### src/brf_ram.sv
`default_nettype none
// Generic single-port-write, single-port-read RAM with registered read data.
module brf_ram #(
    parameter int unsigned WIDTH  = 8,
    parameter int unsigned DEPTH  = 256,
    parameter int unsigned ADDR_W = $clog2(DEPTH)
) (
    input  wire logic              clk,
    input  wire logic              we,
    input  wire logic [ADDR_W-1:0] waddr,
    input  wire logic [WIDTH-1:0]  wdata,
    input  wire logic              re,
    input  wire logic [ADDR_W-1:0] raddr,
    output logic      [WIDTH-1:0]  rdata
);

    logic [WIDTH-1:0] mem [DEPTH];
    logic [WIDTH-1:0] rdata_reg;

    always_ff @(posedge clk)
    begin
        if (we)
        begin
            mem[waddr] <= wdata;
        end
        if (re)
        begin
            rdata_reg <= mem[raddr];
        end
    end

    assign rdata = rdata_reg;

endmodule
`default_nettype wire

### config.mk
export PLATFORM = sky130hd
export DESIGN_NAME = brf_ram
export DESIGN_NICKNAME = d
export VERILOG_FILES = /design/src/brf_ram.sv
export SDC_FILE = /design/constraint.sdc
export NUM_CORES = 2
export LEC_CHECK = 0
export ABC_CLOCK_PERIOD_IN_PS = 4010
export BUFFER_PORTS_ARGS = -buffer_cell sky130_fd_sc_hd__buf_4
export CAP_MARGIN = 20
export CORE_AREA = 2 2 368 370
export DETAILED_ROUTE_END_ITERATION = 12
export DIE_AREA = 0 0 370 372
export PLACE_DENSITY = 0.76
export SKIP_CTS_REPAIR_TIMING = 1
export SYNTH_ARGS = -nofsm -noshare
export SYNTH_HDL_FRONTEND = slang
export SYNTH_SLANG_ARGS = --single-unit
### constraint.sdc
create_clock -name clk -period 4.01 [get_ports clk]
set_input_delay 0.401 -clock clk [delete_from_list [all_inputs] [get_ports clk]]
set_output_delay 0.401 -clock clk [all_outputs]
set_load 0.05 [all_outputs]
==> impl.org <==
** Outcome
- Status :: finished clean

** Synthesis
- Number of nets in the synthesized netlist :: 3760
- Synthesis inferred 2056 register bits.
- Post-synth top flop :: edfxtp_1
- Dividing the synthesized area by the synthesized cell count gives around 21 um2.
- Count of distinct cell types in the synthesized netlist :: 54
- Count of flip-flops with a built-in enable after synthesis :: between 2000 and 2500
- During synthesis, Yosys emitted a total of 0 warnings.
- Proportion of register bits with asynchronous set or reset after synthesis :: 0%
- Post-synthesis instance area :: between 0.07 and 0.08 mm2
- Sequential fraction of the synthesis area :: 77.53%
- Synthesis produced about 3700 cells.

** Setup path
- Highest fanout seen on the critical path :: 27
- At the worst endpoint, the required time is roughly 4.5 ns.
- CP bufs+invs :: 3
- The endpoint identified for the worst register-to-register timing path is rdata[5]$_DFFE_PP_.
- Worst Reg2Reg Path Length in Cells :: 6
- The critical path is of the primary input to flip-flop type.
- Source of the worst register-to-register timing path :: mem[82][5]$_DFFE_PP_
- For flop-to-flop paths, the worst setup slack is around 0.83 ns.
- The signal on the critical path passes through buf_8 -> buf_12 -> buf_4 -> mux4_2 -> a22o_1 -> a221oi_1 -> o32ai_1 -> nor3_1 -> nor4_1.
- Family with the most delay on the worst path :: compound AO/OA/AOI/OAI gates
- The largest single stage delay on the critical path is just over 0.6 ns.
- STA classifies the critical path endpoint as a flip-flop.
- Nature of the critical path startpoint :: primary input
- Data on the critical path arrives at its endpoint at 3.97 ns.
- Crit path max-delay cell type :: a221oi_1

** Pwr
- Power comes to between 40000 and 50000 uW.
- Cell Pwr Density :: a little under 500 mW/mm2
- In this run the static leakage power is ~0.028 uW.
- Across the VDD grid, the largest voltage drop is ~0.43 mV.

** Timing
- Hold slack final :: roughly 0.24 ns
- The worst pin sits at a relative slew slack of 25.97%.
- Setup repair after global routing left no endpoint under its margin.
- Number of max-slew violations in the final report :: 0
- Final count of negative-setup-slack endpoints :: 0
- At the pin with the least slew margin, the transition time is 1.110 ns.
- Final hold viol count :: 0
- Maximum clock rate :: around 290 MHz
- Post-route fraction of the period consumed by the critical path :: 85.88%
- For the finished layout, the period the worst path requires is between 3 and 4 ns.
- Between clock sinks in the finished design, the worst skew comes to approximately 0.026 ns.

** Floorplan
- Die area :: roughly 0.14 mm2
- 35 I/O pins were placed.
- Starting density of the core :: 59.30%
- Die W :: approximately 370 um
- Floorplan die height :: between 300 and 400 um
- Core box area :: 0.1343 mm2
- The floorplan has between 100 and 150 rows.

** Route
- In the final routed layout, each cell accounts on average for 32.64 um.
- In the routed design, unresolved DRC markers number 0.
- Detailed-route vias per instance :: slightly below 7
- Antenna Violating Nets Remaining :: 0
- The first routing iteration left approximately 6300 violations.
- First-pass detailed-route iteration total :: 9
- Post-Route WL :: between 150 and 200 mm
- For this block, the via count after detailed routing is around 40000.

** Job
- Maximum capacitance violations :: 0

** Clock tree
- Buffers inserted during clock tree synthesis total between 150 and 200.
- Clock-pin slew was measured on the worst setup and hold paths at roughly 0.06 ns.
- Clock tree from TritonCTS :: built
- CTS saw 2056 sinks.
- The tree is rooted in a clkbuf_16.
- For the worst-skew pair, the clock arrives at the later sink with an insertion delay of 0.82 ns.
- No sink is reached through more buffers than the 3 on the longest clock path.
- Number of H-tree levels :: 4

** Layout
- Share of cells above drive strength 1 :: about a quarter
- Final net count :: 3995
- Area growth, synth to finish :: 11.73%
- Fill cell total of the finished layout :: a little over 8000
- Cells fill about 66% of the core in the end.
- The finished layout holds 5908 standard cells, fillers aside.
- Summing all flip-flop and latch instances after layout gives 0.06174 mm2.
- Max reg flops :: around 2000
- Footprint of the multi-input gates :: 0.01650 mm2
- Post-Layout Inst Area :: around 0.089 mm2

** Min path
- Worst Hold Endpoint :: mem[171][5]$_DFFE_PP_
- In this run the worst hold path is classified as primary input to flip-flop.
- Along the worst hold path, the cell count comes to 1.
- Hold_sp :: wdata[5]

** Global routing
- Largest net degree at the start of global routing :: approximately 140
- Across every metal layer, demand over resource in global routing totals between 20% and 30%.
- Global routing finished with a remaining overflow of 0.
- The number of antenna violations at the first check in global routing is 3.
- Number of global-route vias before repair :: roughly 40000
- First-pass GRT wire length :: between 200 and 300 mm

** Placed design
- Once placement finished, the instance area stood at just over 0.08 mm2.
- The HPWL after detailed placement is around 120 mm.
- Routability-driven placement finished with a final weighted congestion of between 0.8 and 0.9.
- Count of buffers inserted at the top-level ports :: 34
- Including well taps, the total number of placed cells is 5552.
[routing by layer]
layer | wire, um | GRT usage [%] | part of all wire [%] | vias up
met1 | 70270 | 40.06 | 36 | 21030
met4 | 8561 | 11.83 | 4.4 | 4
met2 | 91600 | 43.76 | 47 | 2767
met3 | 22380 | 6.172 | 12 | 467
met5 | 48 | 0 | 0.025 | -
li1 | - | - | - | 16160
[Yosys cell counts, types with 2 or more instances]
master | n | area, um2
o211ai_1 | 10 | 75.07
a311oi_1 | 2 | 17.52
a221oi_1 | 13 | 113.9
o22a_1 | 5 | 43.79
nor3_1 | 22 | 110.1
o32ai_1 | 4 | 35.03
nor2_1 | 282 | 1059
nor2b_1 | 31 | 193.9
a22o_1 | 8 | 70.07
a2111oi_0 | 2 | 17.52
o21ai_0 | 10 | 50.05
clkbuf_1 | 111 | 416.7
a22oi_1 | 133 | 998.5
nand3_1 | 34 | 170.2
nand2b_1 | 8 | 50.05
buf_8 | 13 | 195.2
nand3b_1 | 2 | 15.01
nor4_2 | 3 | 37.54
a21oi_1 | 96 | 480.5
buf_4 | 27 | 202.7
and3b_1 | 2 | 17.52
o21ai_1 | 2 | 10.01
a211oi_1 | 16 | 120.1
buf_1 | 22 | 82.58
edfxtp_1 | 2056 | 61740
or2_2 | 4 | 25.02
buf_2 | 31 | 155.2
mux4_2 | 454 | 10220
mux4_1 | 2 | 52.55
and2_1 | 6 | 37.54
a31oi_1 | 2 | 12.51
nand4_1 | 10 | 62.56
nor4_1 | 24 | 150.1
a2111oi_1 | 2 | 20.02
o221ai_1 | 46 | 402.9
buf_6 | 21 | 236.5
buf_12 | 8 | 160.2
o22ai_1 | 28 | 175.2
nand2_1 | 33 | 123.9
mux2i_1 | 134 | 1341
[through the flow]
step	setup TNS (ns)	setup slack, ns
finish	0	0.5661
global placement	-0.6628	-0.4172
CTS	0	0.5647
detailed placement	-0.3961	-0.1685
floorplan	0	1.533
global route	0	0.6648
[area by class of cell]
| class | instances | area share [%] |
|---|---|---|
| Antenna cell | 1 | 0.002812 |
| Clock buffer | 224 | 5.606 |
| Clock inverter | 129 | 1.139 |
| Inverter | 2 | 0.008437 |
| Multi-Input combinational cell | 1442 | 18.54 |
| Sequential cell | 2056 | 69.39 |
| Tap cell | 1781 | 2.504 |
| Timing Repair Buffer | 273 | 2.810 |
[logic make-up (layout without fill, tap and decap cells)]
kind of cell	Yosys count	after routing	synth area share [%]
other	0	1	0
flip-flops	2056	2056	77.53
multiplexers	591	591	14.60
buffers and inverters	235	628	1.829
AO/OA/AOI/OAI	385	385	3.416
AND/OR/NAND/NOR	466	466	2.625
[where the power goes]
part	internal (uW)	total, uW	switching (uW)
logic	785	2230	1440
registers	23700	23700	38.6
clock network	9720	17500	7800
total	34200	43500	9280
[cell usage in the layout (no fill, tap or decap), types with 4 or more instances in the layout]
master / Yosys / final
nand3_1: 34 / 34
a211oi_1: 16 / 16
o21ai_0: 10 / 10
nor3_1: 22 / 22
buf_12: 8 / 31
inv_6: 0 / 5
or2_2: 4 / 4
o211ai_1: 10 / 10
o22ai_1: 28 / 28
nor2_1: 282 / 279
bufinv_16: 0 / 13
nor2b_1: 31 / 28
nand2_1: 33 / 33
a21oi_1: 96 / 96
mux2i_1: 134 / 134
and2_1: 6 / 6
nor4_1: 24 / 22
mux4_2: 454 / 454
a221oi_1: 13 / 13
nand4_1: 10 / 10
a22oi_1: 133 / 133
buf_4: 27 / 229
clkinv_2: 0 / 28
o32ai_1: 4 / 4
clkbuf_8: 0 / 8
o221ai_1: 46 / 46
a22o_1: 8 / 8
clkbuf_1: 111 / 29
nand2b_1: 8 / 8
nor4_2: 3 / 5
clkinvlp_4: 0 / 7
clkbuf_16: 0 / 195
o22a_1: 5 / 5
edfxtp_1: 2056 / 2056
clkinv_1: 1 / 70
[worst max-delay path by stage]
stage	start	end	slack [ns]	cells after the start
2_1_floorplan	raddr[0]	rdata[2]$_DFFE_PP_	1.53	9
3_3_place_gp	raddr[0]	rdata[2]$_DFFE_PP_	-0.42	11
3_5_place_dp	raddr[0]	rdata[0]$_DFFE_PP_	-0.17	9
4_1_cts	raddr[0]	rdata[0]$_DFFE_PP_	0.56	9
5_1_grt	raddr[0]	rdata[5]$_DFFE_PP_	0.66	9
6_report	raddr[0]	rdata[3]$_DFFE_PP_	0.57	9
No activity file was read; power rests on OpenSTA's default activity.
